**config.mk**
```make
export PLATFORM = sky130hd
export DESIGN_NAME = lru_tag_store_flat
export DESIGN_NICKNAME = d
export VERILOG_FILES = /design/src/rtl/lru_pkg.sv /design/src/rtl/lru_if.sv /design/src/rtl/lru_store.sv /design/src/rtl/lru_scan.sv /design/src/rtl/lru_ctrl.sv /design/src/rtl/lru_tag_store.sv /design/src/flat_wrapper.sv
export SDC_FILE = /design/constraint.sdc
export NUM_CORES = 2
export LEC_CHECK = 0
export ABC_AREA = 1
export BUFFER_PORTS_ARGS = -buffer_cell sky130_fd_sc_hd__buf_2
export CAP_MARGIN = 20
export CELL_PAD_IN_SITES_DETAIL_PLACEMENT = 1
export CELL_PAD_IN_SITES_GLOBAL_PLACEMENT = 1
export CORE_MARGIN = 2
export CORE_UTILIZATION = 31
export CTS_CLUSTER_SIZE = 28
export DETAILED_ROUTE_END_ITERATION = 12
export PLACE_DENSITY = 0.61
export SYNTH_ARGS = -nofsm -noshare
export SYNTH_HDL_FRONTEND = slang
export SYNTH_SLANG_ARGS = --single-unit
```
**constraint.sdc**
```tcl
create_clock -name clk -period 13.2 [get_ports clk]
set_input_delay 3.96 -clock clk [delete_from_list [all_inputs] [get_ports clk]]
set_output_delay 3.96 -clock clk [all_outputs]
set_load 0.02 [all_outputs]
```
**src/rtl/lru_pkg.sv**
```systemverilog
// Shared constants, types and control structs for the LRU tag store.
// No dependencies; every other file in rtl/ depends on this package.
package lru_pkg;

	localparam int NUM_ENTRIES = 16;
	localparam int KEY_BITS    = 64;
	localparam int STAMP_BITS  = 32;
	localparam int SLOT_BITS   = (NUM_ENTRIES > 1) ? $clog2(NUM_ENTRIES) : 1;
	localparam int CNT_BITS    = $clog2(NUM_ENTRIES + 1);

	// fixed widths of the channel fields
	localparam int KEY_W  = 64;
	localparam int SIZE_W = 20;
	localparam int SLOT_W = 4;

	typedef enum logic {
		CMD_QUERY = 1'b0,
		CMD_ADD   = 1'b1
	} lru_cmd_t;

	typedef enum logic [2:0] {
		ST_IDLE,
		ST_SCAN,
		ST_DRAIN,
		ST_COMMIT,
		ST_OUTPUT
	} lru_state_t;

	typedef struct packed {
		logic                 rd_en;
		logic [SLOT_BITS-1:0] rd_addr;
	} lru_rd_t;

	typedef struct packed {
		logic                  wr_entry;
		logic                  wr_stamp;
		logic [SLOT_BITS-1:0]  addr;
		logic [KEY_BITS-1:0]   key;
		logic [SIZE_W-1:0]     size;
		logic [STAMP_BITS-1:0] stamp;
	} lru_wr_t;

	typedef struct packed {
		logic                 clear;
		logic                 eval;
		logic [SLOT_BITS-1:0] idx;
	} lru_eval_t;

	typedef struct packed {
		logic                 found;
		logic [SLOT_BITS-1:0] match_idx;
		logic [SIZE_W-1:0]    match_size;
		logic [SLOT_BITS-1:0] best_idx;
	} lru_scan_res_t;

	typedef struct packed {
		logic              hit;
		logic [SLOT_W-1:0] slot;
		logic [SIZE_W-1:0] size_out;
		logic              evicted;
	} lru_result_t;

endpackage

```
**src/rtl/lru_if.sv**
```systemverilog
// Request and response channel interfaces (valid/ready) for the LRU tag store.
// Depends on lru_pkg for field widths.
interface lru_req_if;
	logic                      valid;
	logic                      ready;
	logic                      cmd;
	logic [lru_pkg::KEY_W-1:0]  key;
	logic [lru_pkg::SIZE_W-1:0] object_size;

	modport source (output valid, output cmd, output key, output object_size, input ready);
	modport sink   (input valid, input cmd, input key, input object_size, output ready);
endinterface

interface lru_rsp_if;
	logic                      valid;
	logic                      ready;
	logic                      hit;
	logic [lru_pkg::SLOT_W-1:0] slot;
	logic [lru_pkg::SIZE_W-1:0] size_out;
	logic                      evicted;

	modport source (output valid, output hit, output slot, output size_out, output evicted,
		input ready);
	modport sink   (input valid, input hit, input slot, input size_out, input evicted,
		output ready);
endinterface

```
**src/rtl/lru_store.sv**
```systemverilog
// Entry memory: key, size and stamp arrays, one write port, one registered read port.
// Depends on lru_pkg.
module lru_store (
	input  logic                              clk,
	input  lru_pkg::lru_rd_t                  rd,
	input  lru_pkg::lru_wr_t                  wr,
	output logic [lru_pkg::KEY_BITS-1:0]      rd_key_q,
	output logic [lru_pkg::SIZE_W-1:0]        rd_size_q,
	output logic [lru_pkg::STAMP_BITS-1:0]    rd_stamp_q
);
	import lru_pkg::*;

	logic [KEY_BITS-1:0]   key_mem   [NUM_ENTRIES];
	logic [SIZE_W-1:0]     size_mem  [NUM_ENTRIES];
	logic [STAMP_BITS-1:0] stamp_mem [NUM_ENTRIES];

	always_ff @(posedge clk) begin
		if (wr.wr_entry) begin
			key_mem[wr.addr]  <= wr.key;
			size_mem[wr.addr] <= wr.size;
		end
		if (wr.wr_entry || wr.wr_stamp) begin
			stamp_mem[wr.addr] <= wr.stamp;
		end
	end

	always_ff @(posedge clk) begin
		if (rd.rd_en) begin
			rd_key_q   <= key_mem[rd.rd_addr];
			rd_size_q  <= size_mem[rd.rd_addr];
			rd_stamp_q <= stamp_mem[rd.rd_addr];
		end
	end

endmodule

```
**src/rtl/lru_scan.sv**
```systemverilog
// Shared compare unit: one entry per cycle, tracks first key match and oldest stamp.
// Depends on lru_pkg.
module lru_scan (
	input  logic                           clk,
	input  logic                           arst_n,
	input  lru_pkg::lru_eval_t             ev,
	input  logic [lru_pkg::KEY_BITS-1:0]   rd_key,
	input  logic [lru_pkg::SIZE_W-1:0]     rd_size,
	input  logic [lru_pkg::STAMP_BITS-1:0] rd_stamp,
	input  logic [lru_pkg::KEY_BITS-1:0]   lkup_key,
	input  logic [lru_pkg::CNT_BITS-1:0]   fill,
	input  logic [lru_pkg::STAMP_BITS-1:0] stamp_now,
	output lru_pkg::lru_scan_res_t         res
);
	import lru_pkg::*;

	logic                  found_q;
	logic [SLOT_BITS-1:0]  match_idx_q;
	logic [SIZE_W-1:0]     match_size_q;
	logic [SLOT_BITS-1:0]  best_idx_q;
	logic [STAMP_BITS-1:0] best_age_q;

	logic [STAMP_BITS-1:0] age;
	logic                  in_use;
	logic                  key_hit;
	logic                  take_match;
	logic                  take_best;

	// age wraps with the stamp counter
	assign age        = stamp_now - rd_stamp;
	assign in_use     = CNT_BITS'(ev.idx) < fill;
	assign key_hit    = in_use && (rd_key == lkup_key);
	assign take_match = ev.eval && !found_q && key_hit;
	// strict compare keeps the lowest slot on ties
	assign take_best  = ev.eval && ((ev.idx == '0) || (age > best_age_q));

	always_ff @(posedge clk or negedge arst_n) begin
		if (!arst_n) begin
			found_q <= 1'b0;
		end else if (ev.clear) begin
			found_q <= 1'b0;
		end else if (take_match) begin
			found_q <= 1'b1;
		end
	end

	always_ff @(posedge clk) begin
		if (take_match) begin
			match_idx_q  <= ev.idx;
			match_size_q <= rd_size;
		end
		if (take_best) begin
			best_idx_q <= ev.idx;
			best_age_q <= age;
		end
	end

	assign res.found      = found_q;
	assign res.match_idx  = match_idx_q;
	assign res.match_size = match_size_q;
	assign res.best_idx   = best_idx_q;

endmodule

```
**src/rtl/lru_ctrl.sv**
```systemverilog
// Sequencer: accepts a request, steps the scan, commits the entry update, builds the result.
// Holds fill count and stamp counter. Depends on lru_pkg.
module lru_ctrl (
	input  logic                           clk,
	input  logic                           arst_n,
	input  logic                           in_valid,
	output logic                           in_ready,
	input  logic                           cmd,
	input  logic [lru_pkg::KEY_W-1:0]      key,
	input  logic [lru_pkg::SIZE_W-1:0]     object_size,
	input  logic                           out_free,
	output logic                           out_load,
	output lru_pkg::lru_result_t           result,
	output lru_pkg::lru_rd_t               rd,
	output lru_pkg::lru_wr_t               wr,
	output lru_pkg::lru_eval_t             ev,
	input  lru_pkg::lru_scan_res_t         res,
	output logic [lru_pkg::CNT_BITS-1:0]   fill,
	output logic [lru_pkg::STAMP_BITS-1:0] stamp_now,
	output logic [lru_pkg::KEY_BITS-1:0]   lkup_key
);
	import lru_pkg::*;

	lru_state_t            state_q, state_d;
	lru_cmd_t              cmd_q;
	logic [KEY_BITS-1:0]   key_q;
	logic [SIZE_W-1:0]     size_q;
	logic [CNT_BITS-1:0]   fill_q;
	logic [STAMP_BITS-1:0] stamp_q;
	logic [SLOT_BITS-1:0]  idx_q;
	logic                  rd_vld_s1;
	logic [SLOT_BITS-1:0]  rd_idx_s1;
	logic                  direct_q;
	lru_result_t           result_q;

	logic                  accept;
	logic                  has_free;
	logic [SLOT_BITS-1:0]  target;
	logic                  is_add;

	assign has_free = fill_q < CNT_BITS'(NUM_ENTRIES);
	assign accept   = (state_q == ST_IDLE) && in_valid;
	assign is_add   = (cmd_q == CMD_ADD);

	always_comb begin
		priority if (direct_q) begin
			target = fill_q[SLOT_BITS-1:0];
		end else if (is_add) begin
			target = res.best_idx;
		end else begin
			target = res.match_idx;
		end
	end

	always_ff @(posedge clk or negedge arst_n) begin
		if (!arst_n) begin
			state_q <= ST_IDLE;
		end else begin
			state_q <= state_d;
		end
	end

	always_comb begin
		state_d     = state_q;
		in_ready    = 1'b0;
		out_load    = 1'b0;
		rd.rd_en    = 1'b0;
		rd.rd_addr  = idx_q;
		ev.clear    = 1'b0;
		ev.eval     = rd_vld_s1;
		ev.idx      = rd_idx_s1;
		wr.wr_entry = 1'b0;
		wr.wr_stamp = 1'b0;
		wr.addr     = target;
		wr.key      = key_q;
		wr.size     = size_q;
		wr.stamp    = stamp_q;
		unique case (state_q)
			ST_IDLE: begin
				in_ready = 1'b1;
				if (in_valid) begin
					ev.clear = 1'b1;
					if ((cmd == CMD_ADD) && has_free) begin
						state_d = ST_COMMIT;
					end else begin
						state_d = ST_SCAN;
					end
				end
			end
			ST_SCAN: begin
				rd.rd_en = 1'b1;
				if (idx_q == SLOT_BITS'(NUM_ENTRIES - 1)) begin
					state_d = ST_DRAIN;
				end
			end
			ST_DRAIN: begin
				// last read lands in the compare unit this cycle
				state_d = ST_COMMIT;
			end
			ST_COMMIT: begin
				wr.wr_entry = is_add;
				wr.wr_stamp = !is_add && res.found;
				state_d     = ST_OUTPUT;
			end
			ST_OUTPUT: begin
				if (out_free) begin
					out_load = 1'b1;
					state_d  = ST_IDLE;
				end
			end
			default: begin
				state_d = ST_IDLE;
			end
		endcase
	end

	always_ff @(posedge clk or negedge arst_n) begin
		if (!arst_n) begin
			fill_q    <= '0;
			stamp_q   <= '0;
			rd_vld_s1 <= 1'b0;
			direct_q  <= 1'b0;
		end else begin
			rd_vld_s1 <= (state_q == ST_SCAN);
			if (accept) begin
				direct_q <= (cmd == CMD_ADD) && has_free;
			end
			if (wr.wr_entry || wr.wr_stamp) begin
				stamp_q <= stamp_q + 1'b1;
			end
			if ((state_q == ST_COMMIT) && direct_q) begin
				fill_q <= fill_q + 1'b1;
			end
		end
	end

	always_ff @(posedge clk) begin
		rd_idx_s1 <= idx_q;
		if (accept) begin
			cmd_q  <= lru_cmd_t'(cmd);
			key_q  <= key[KEY_BITS-1:0];
			size_q <= object_size;
			idx_q  <= '0;
		end else if (state_q == ST_SCAN) begin
			idx_q <= idx_q + 1'b1;
		end
		if (state_q == ST_COMMIT) begin
			result_q.hit      <= !is_add && res.found;
			result_q.evicted  <= is_add && !direct_q;
			result_q.size_out <= (!is_add && res.found) ? res.match_size : '0;
			if (is_add || res.found) begin
				result_q.slot <= SLOT_W'(target);
			end else begin
				result_q.slot <= '0;
			end
		end
	end

	assign result    = result_q;
	assign fill      = fill_q;
	assign stamp_now = stamp_q;
	assign lkup_key  = key_q;

endmodule

```
**src/rtl/lru_tag_store.sv**
```systemverilog
// Fully associative LRU tag store of NUM_ENTRIES entries. One request at a time: a query,
// or an add once every slot is full, passes through accept, a scan of every entry (one
// entry read per cycle from the single read port of the entry memory), drain, commit and
// output; an add into a free slot skips the scan and drain.
// The result sits in an output register, so the next request is taken while it waits.
// No clearing pass after reset: slots become valid in fill order, tracked by a fill count.
// Depends on lru_pkg, lru_if, lru_store, lru_scan and lru_ctrl.
module lru_tag_store (
	input  logic       clk,
	input  logic       arst_n,
	lru_req_if.sink    req,
	lru_rsp_if.source  rsp
);
	import lru_pkg::*;

	lru_rd_t               rd;
	lru_wr_t               wr;
	lru_eval_t             ev;
	lru_scan_res_t         res;
	lru_result_t           result;
	logic                  out_load;
	logic                  out_free;
	logic [CNT_BITS-1:0]   fill;
	logic [STAMP_BITS-1:0] stamp_now;
	logic [KEY_BITS-1:0]   lkup_key;
	logic [KEY_BITS-1:0]   rd_key;
	logic [SIZE_W-1:0]     rd_size;
	logic [STAMP_BITS-1:0] rd_stamp;

	logic                  out_valid_q;
	lru_result_t           out_q;

	lru_ctrl u_ctrl (
		.clk         (clk),
		.arst_n      (arst_n),
		.in_valid    (req.valid),
		.in_ready    (req.ready),
		.cmd         (req.cmd),
		.key         (req.key),
		.object_size (req.object_size),
		.out_free    (out_free),
		.out_load    (out_load),
		.result      (result),
		.rd          (rd),
		.wr          (wr),
		.ev          (ev),
		.res         (res),
		.fill        (fill),
		.stamp_now   (stamp_now),
		.lkup_key    (lkup_key)
	);

	lru_store u_store (
		.clk        (clk),
		.rd         (rd),
		.wr         (wr),
		.rd_key_q   (rd_key),
		.rd_size_q  (rd_size),
		.rd_stamp_q (rd_stamp)
	);

	lru_scan u_scan (
		.clk       (clk),
		.arst_n    (arst_n),
		.ev        (ev),
		.rd_key    (rd_key),
		.rd_size   (rd_size),
		.rd_stamp  (rd_stamp),
		.lkup_key  (lkup_key),
		.fill      (fill),
		.stamp_now (stamp_now),
		.res       (res)
	);

	assign out_free = !out_valid_q || rsp.ready;

	always_ff @(posedge clk or negedge arst_n) begin
		if (!arst_n) begin
			out_valid_q <= 1'b0;
		end else if (out_load) begin
			out_valid_q <= 1'b1;
		end else if (rsp.ready) begin
			out_valid_q <= 1'b0;
		end
	end

	always_ff @(posedge clk) begin
		if (out_load) begin
			out_q <= result;
		end
	end

	assign rsp.valid    = out_valid_q;
	assign rsp.hit      = out_q.hit;
	assign rsp.slot     = out_q.slot;
	assign rsp.size_out = out_q.size_out;
	assign rsp.evicted  = out_q.evicted;

`ifndef SYNTHESIS
	// replacement only happens on a full table
	a_evict_full: assert property (@(posedge clk) disable iff (!arst_n)
		(rsp.valid && rsp.evicted) |-> (fill == CNT_BITS'(NUM_ENTRIES)))
		else $error("eviction reported while free slots remain");

	a_hit_no_evict: assert property (@(posedge clk) disable iff (!arst_n)
		(rsp.valid && rsp.hit) |-> !rsp.evicted)
		else $error("result flags both hit and eviction");

	a_idle_no_scan: assert property (@(posedge clk) disable iff (!arst_n)
		req.ready |-> (!rd.rd_en && !wr.wr_entry && !wr.wr_stamp))
		else $error("entry memory active while accepting a request");

	a_load_free: assert property (@(posedge clk) disable iff (!arst_n)
		out_load |-> out_free)
		else $error("result loaded over an untaken result");
`endif

endmodule

```
**src/flat_wrapper.sv**
```systemverilog
// flat-port wrapper written by rule: the top's interface ports become plain ports
module lru_tag_store_flat import lru_pkg::*;
  (clk, arst_n, req_valid, req_cmd, req_key, req_object_size, req_ready, rsp_valid, rsp_hit, rsp_slot, rsp_size_out, rsp_evicted, rsp_ready);
  lru_req_if req_i ();
  lru_rsp_if rsp_i ();
  input  logic clk;
  input  logic arst_n;
  input wire logic [$bits(req_i.valid)-1:0] req_valid;
  input wire logic [$bits(req_i.cmd)-1:0] req_cmd;
  input wire logic [$bits(req_i.key)-1:0] req_key;
  input wire logic [$bits(req_i.object_size)-1:0] req_object_size;
  output wire logic [$bits(req_i.ready)-1:0] req_ready;
  output wire logic [$bits(rsp_i.valid)-1:0] rsp_valid;
  output wire logic [$bits(rsp_i.hit)-1:0] rsp_hit;
  output wire logic [$bits(rsp_i.slot)-1:0] rsp_slot;
  output wire logic [$bits(rsp_i.size_out)-1:0] rsp_size_out;
  output wire logic [$bits(rsp_i.evicted)-1:0] rsp_evicted;
  input wire logic [$bits(rsp_i.ready)-1:0] rsp_ready;
  assign req_i.valid = req_valid;
  assign req_i.cmd = req_cmd;
  assign req_i.key = req_key;
  assign req_i.object_size = req_object_size;
  assign req_ready = req_i.ready;
  assign rsp_valid = rsp_i.valid;
  assign rsp_hit = rsp_i.hit;
  assign rsp_slot = rsp_i.slot;
  assign rsp_size_out = rsp_i.size_out;
  assign rsp_evicted = rsp_i.evicted;
  assign rsp_i.ready = rsp_ready;
  lru_tag_store u_core (.clk(clk), .arst_n(arst_n), .req(req_i), .rsp(rsp_i));
endmodule
```
==> flow_summary.yaml <==
sta:
  timing.final.max_slew_violations: 0
  holdWs_ns: 0.421
  timing.final.ws_setup_ns: 7.35
  hold_violations: 0
  max_freq_mhz: 171
  final_clock_skew_ns: 0.0838
  timing_worst_slew_pin_value_ns: 1.28
  timing.setup.tns_ns: 0
  setup-violations-final: 0
  headroom_to_the_max_slew_limit_pct: 14.8
  grt_setup_unrepaired: "false"
  fin_crit_ns: 5.85
  finalCritPeriodShare_pct: 44.3
global_routing:
  globalRouteMet2Util_pct: 31.1
  pin_count_of_the_biggest_net_entering_global_routing: 217
  overflow: 0
  via_count_of_the_first_global_routing_pass: 57100
  busiest_layer: "met2"
  met1_usage_pct: 23.6
  track_usage_pct: 18.0
  use_met3_pct: 2.16
  antenna_found_initial: 10
  wire_length_of_the_first_global_routing_pass_mm: 387
routing:
  wire_per_inst_microns: 24.9
  antenna_left: 0
  route.detailed.vias_per_inst: 5.19
  detailedRoute.firstPassIterationCount: 7
  drc: 0
  routed-via-count: 55100
  wirelength_mm: 264
  drt_iter0_drc: 4688
critical_path:
  cp_cell_sequence: "inv_1 > nand2_1 > nor2_1 > buf_2"
  worst-setup-path-type: "flop to output port"
  worst-endpoint-arrival_ns: 1.89
  timing.critical_path.slowest_cell_delay_ns: 0.46
  critPathMaxFanout: 5
  crit_required_ns: 9.24
  crit_path_end_kind: "output port"
  critical_path.startpoint_type: "flop"
  worst_path_dominant_cell_family: "flip-flops"
  timing.critical_path.slowest_stage_cell: "dfrtp_1"
  crit_buf_inv: 2
logic_synthesis:
  synthDistinctLibCells: 43
  number_of_enable_type_register_cells_in_the_synthesized_netlist: 2169
  ys_ff_latch: 2221
  mappedNetlistNets: 6787
  synthFlopType: "edfxtp_1"
  synth_sequential_area_ratio_pct: 75.5
  post_synth_inst_count: 6628
  synth_top_cell_area_share_pct: 74.1
  synthArstFlopShare_pct: 1.98
  post_synth.cell_area_avg_sq_um: 13.3
  synth_top_cell_by_area: "edfxtp_1"
  synth.area.top_cells: "edfxtp_1 (74%), o21ai_0 (5.5%), nor2_1 (4.8%), nand2_1 (2.5%), o22ai_1 (2.0%)"
  synth.cell_area_sq_mm: 0.0879
  synth-warning-count: 0
finish:
  final_net_count: 6844
  most-common-layout-cells: "edfxtp_1 (2169), nor2_1 (1101), o21ai_0 (973), nand2_1 (578), o22ai_1 (283)"
  postLayoutCellArea_sq_mm: 0.0999
  multi_input_comb_area_sq_mm: 0.0191
  flow.area_growth_from_synthesis_pct: 13.6
  final.fill_count: 29500
  fraction_of_layout_instances_using_a_drive_strength_above_1_pct: 8.52
  mostFrequentLayoutCell: "edfxtp_1"
  finalCoreUtilization_pct: 35.4
  regArea_sq_mm: 0.0664
die:
  die_w_microns: 537
  die-height_microns: 537
  dieArea_sq_mm: 0.288
  core_region_area_sq_mm: 0.282
  initial_core_util_pct: 31.1
  num_io_pins: 117
  fp-row-count: 195
clocking:
  postCtsHoldBufs: 0
  clock_sinks: 2221
  tritoncts.num_buffers: 227
  postCtsSetupBuffers: 0
  clock_path_buffers: 3
  cts.repair.resized: 0
  clk_root_buffer_cell: "clkbuf_16"
  clk_latency_ns: 0.88
  clk_pin_slew_worst_paths_ns: 0.06
  cts_tree: "done"
  h_tree_level_count: 4
job:
  maxCapViolations: 0
place:
  post-place-ws_ns: 7.12
  hpwl_after_detailed_placement_mm: 135
  placed_area_sq_mm: 0.0926
  io_buf_count: 116
  gp_congestion: 0.831
power_and_ir_drop:
  cell_leakage_power_nw: 33.4
  power_per_cell_area_mw_per_mm2: 213
  ir_worst_vdd_v: 0.000271
worst_hold_path:
  worstHoldPathType: "flop to flop"
outcome:
  status: "finished, final reports clean"
-- synth_stat cells (all sizes together) (61+ instances only) --
cell and number:
o21ai 977, o221ai 181, nor2 1139, inv 263
buf 146, a21oi 61, nand2 581, edfxtp 2169
clkbuf 232, nand3 245, ha 69, o22ai 283
-- flip-flops by register name (all words and copies together), names as in the netlist, 5 cells and up --
name / cells
u_core.rsp.size_out: 20
u_core.u_ctrl.fill: 5
u_core.u_ctrl.lkup_key: 64
u_core.u_ctrl.result: 26
u_core.u_ctrl.size_q: 20
u_core.u_ctrl.stamp_now: 32
u_core.u_scan.best_age_q: 32
u_core.u_scan.match_size_q: 20
u_core.u_store.key_mem: 1024
u_core.u_store.rd_key_q: 64
u_core.u_store.rd_size_q: 20
u_core.u_store.rd_stamp_q: 32
u_core.u_store.size_mem: 320
u_core.u_store.stamp_mem: 512
-- area by class of cell --
type                       count  share of cell area, %
antenna                        2                0.00501
clock buffer                 288                   5.98
clock inverter               131                   1.26
inverter                     264                   1.02
multi-input combinational   3765                   19.1
sequential                  2221                   66.5
tap                         3743                   4.69
timing repair buffer         206                   1.44
-- path summary, 6_finish.rpt --
check,startpoint,end,slack [ns],cells past startpoint
max,u_core.u_ctrl.state_q[2],req_ready,7.35,4
min,u_core.u_store.rd_size_q[7],u_core.u_scan.match_size_q[7],0.42,0
max reg2reg,u_core.u_ctrl.stamp_now[0],u_core.u_scan.best_age_q[0],8.05,19
min reg2reg,u_core.u_store.rd_size_q[7],u_core.u_scan.match_size_q[7],0.42,0
max in group asynchronous,arst_n,u_core.u_ctrl.stamp_now[26],9.39,2
min in group asynchronous,arst_n,u_core.rsp.valid,3.28,2
-- cells by family (layout without fill, tap and decap cells) --
family / after synthesis / count (layout) / synth area share (%)
adders and majority gates: 70 / 70 / 1.00
DFF: 2221 / 2221 / 75.5
AOI/OAI and AO/OA: 1574 / 1574 / 10.3
other: 0 / 2 / 0
buffers and inverters: 642 / 889 / 3.07
and+or+nand+nor: 2049 / 2049 / 9.35
xor gates and xnor gates: 72 / 72 / 0.717
-- where the power goes --
group / internal [mW] / leakage [nW] / total, mW / switching [mW]
Combinational: 1.60 / 8.84 / 5.90 / 4.31
Sequential: 8.67 / 21.1 / 9.17 / 0.493
Clock: 3.48 / 3.48 / 6.25 / 2.77
Total: 13.7 / 33.4 / 21.3 / 7.57
-- stage by stage --
step           total power [mW]  instances
5_1_grt                    22.4      10600
3_3_place_gp               15.0      10200
2_1_floorplan              13.0       6628
3_5_place_dp               15.2      10200
6_report                   21.3      10600
4_1_cts                    21.5      10600
-- routing by layer --
| metal | vias up | part of all wire, % |
|---|---|---|
| met2 | 1337 | 50 |
| li1 | 24500 | - |
| met1 | 28800 | 43 |
| met4 | 2 | 2.7 |
| met5 | - | 0.0076 |
| met3 | 376 | 4.3 |
Power figures use the tool's default switching activity.
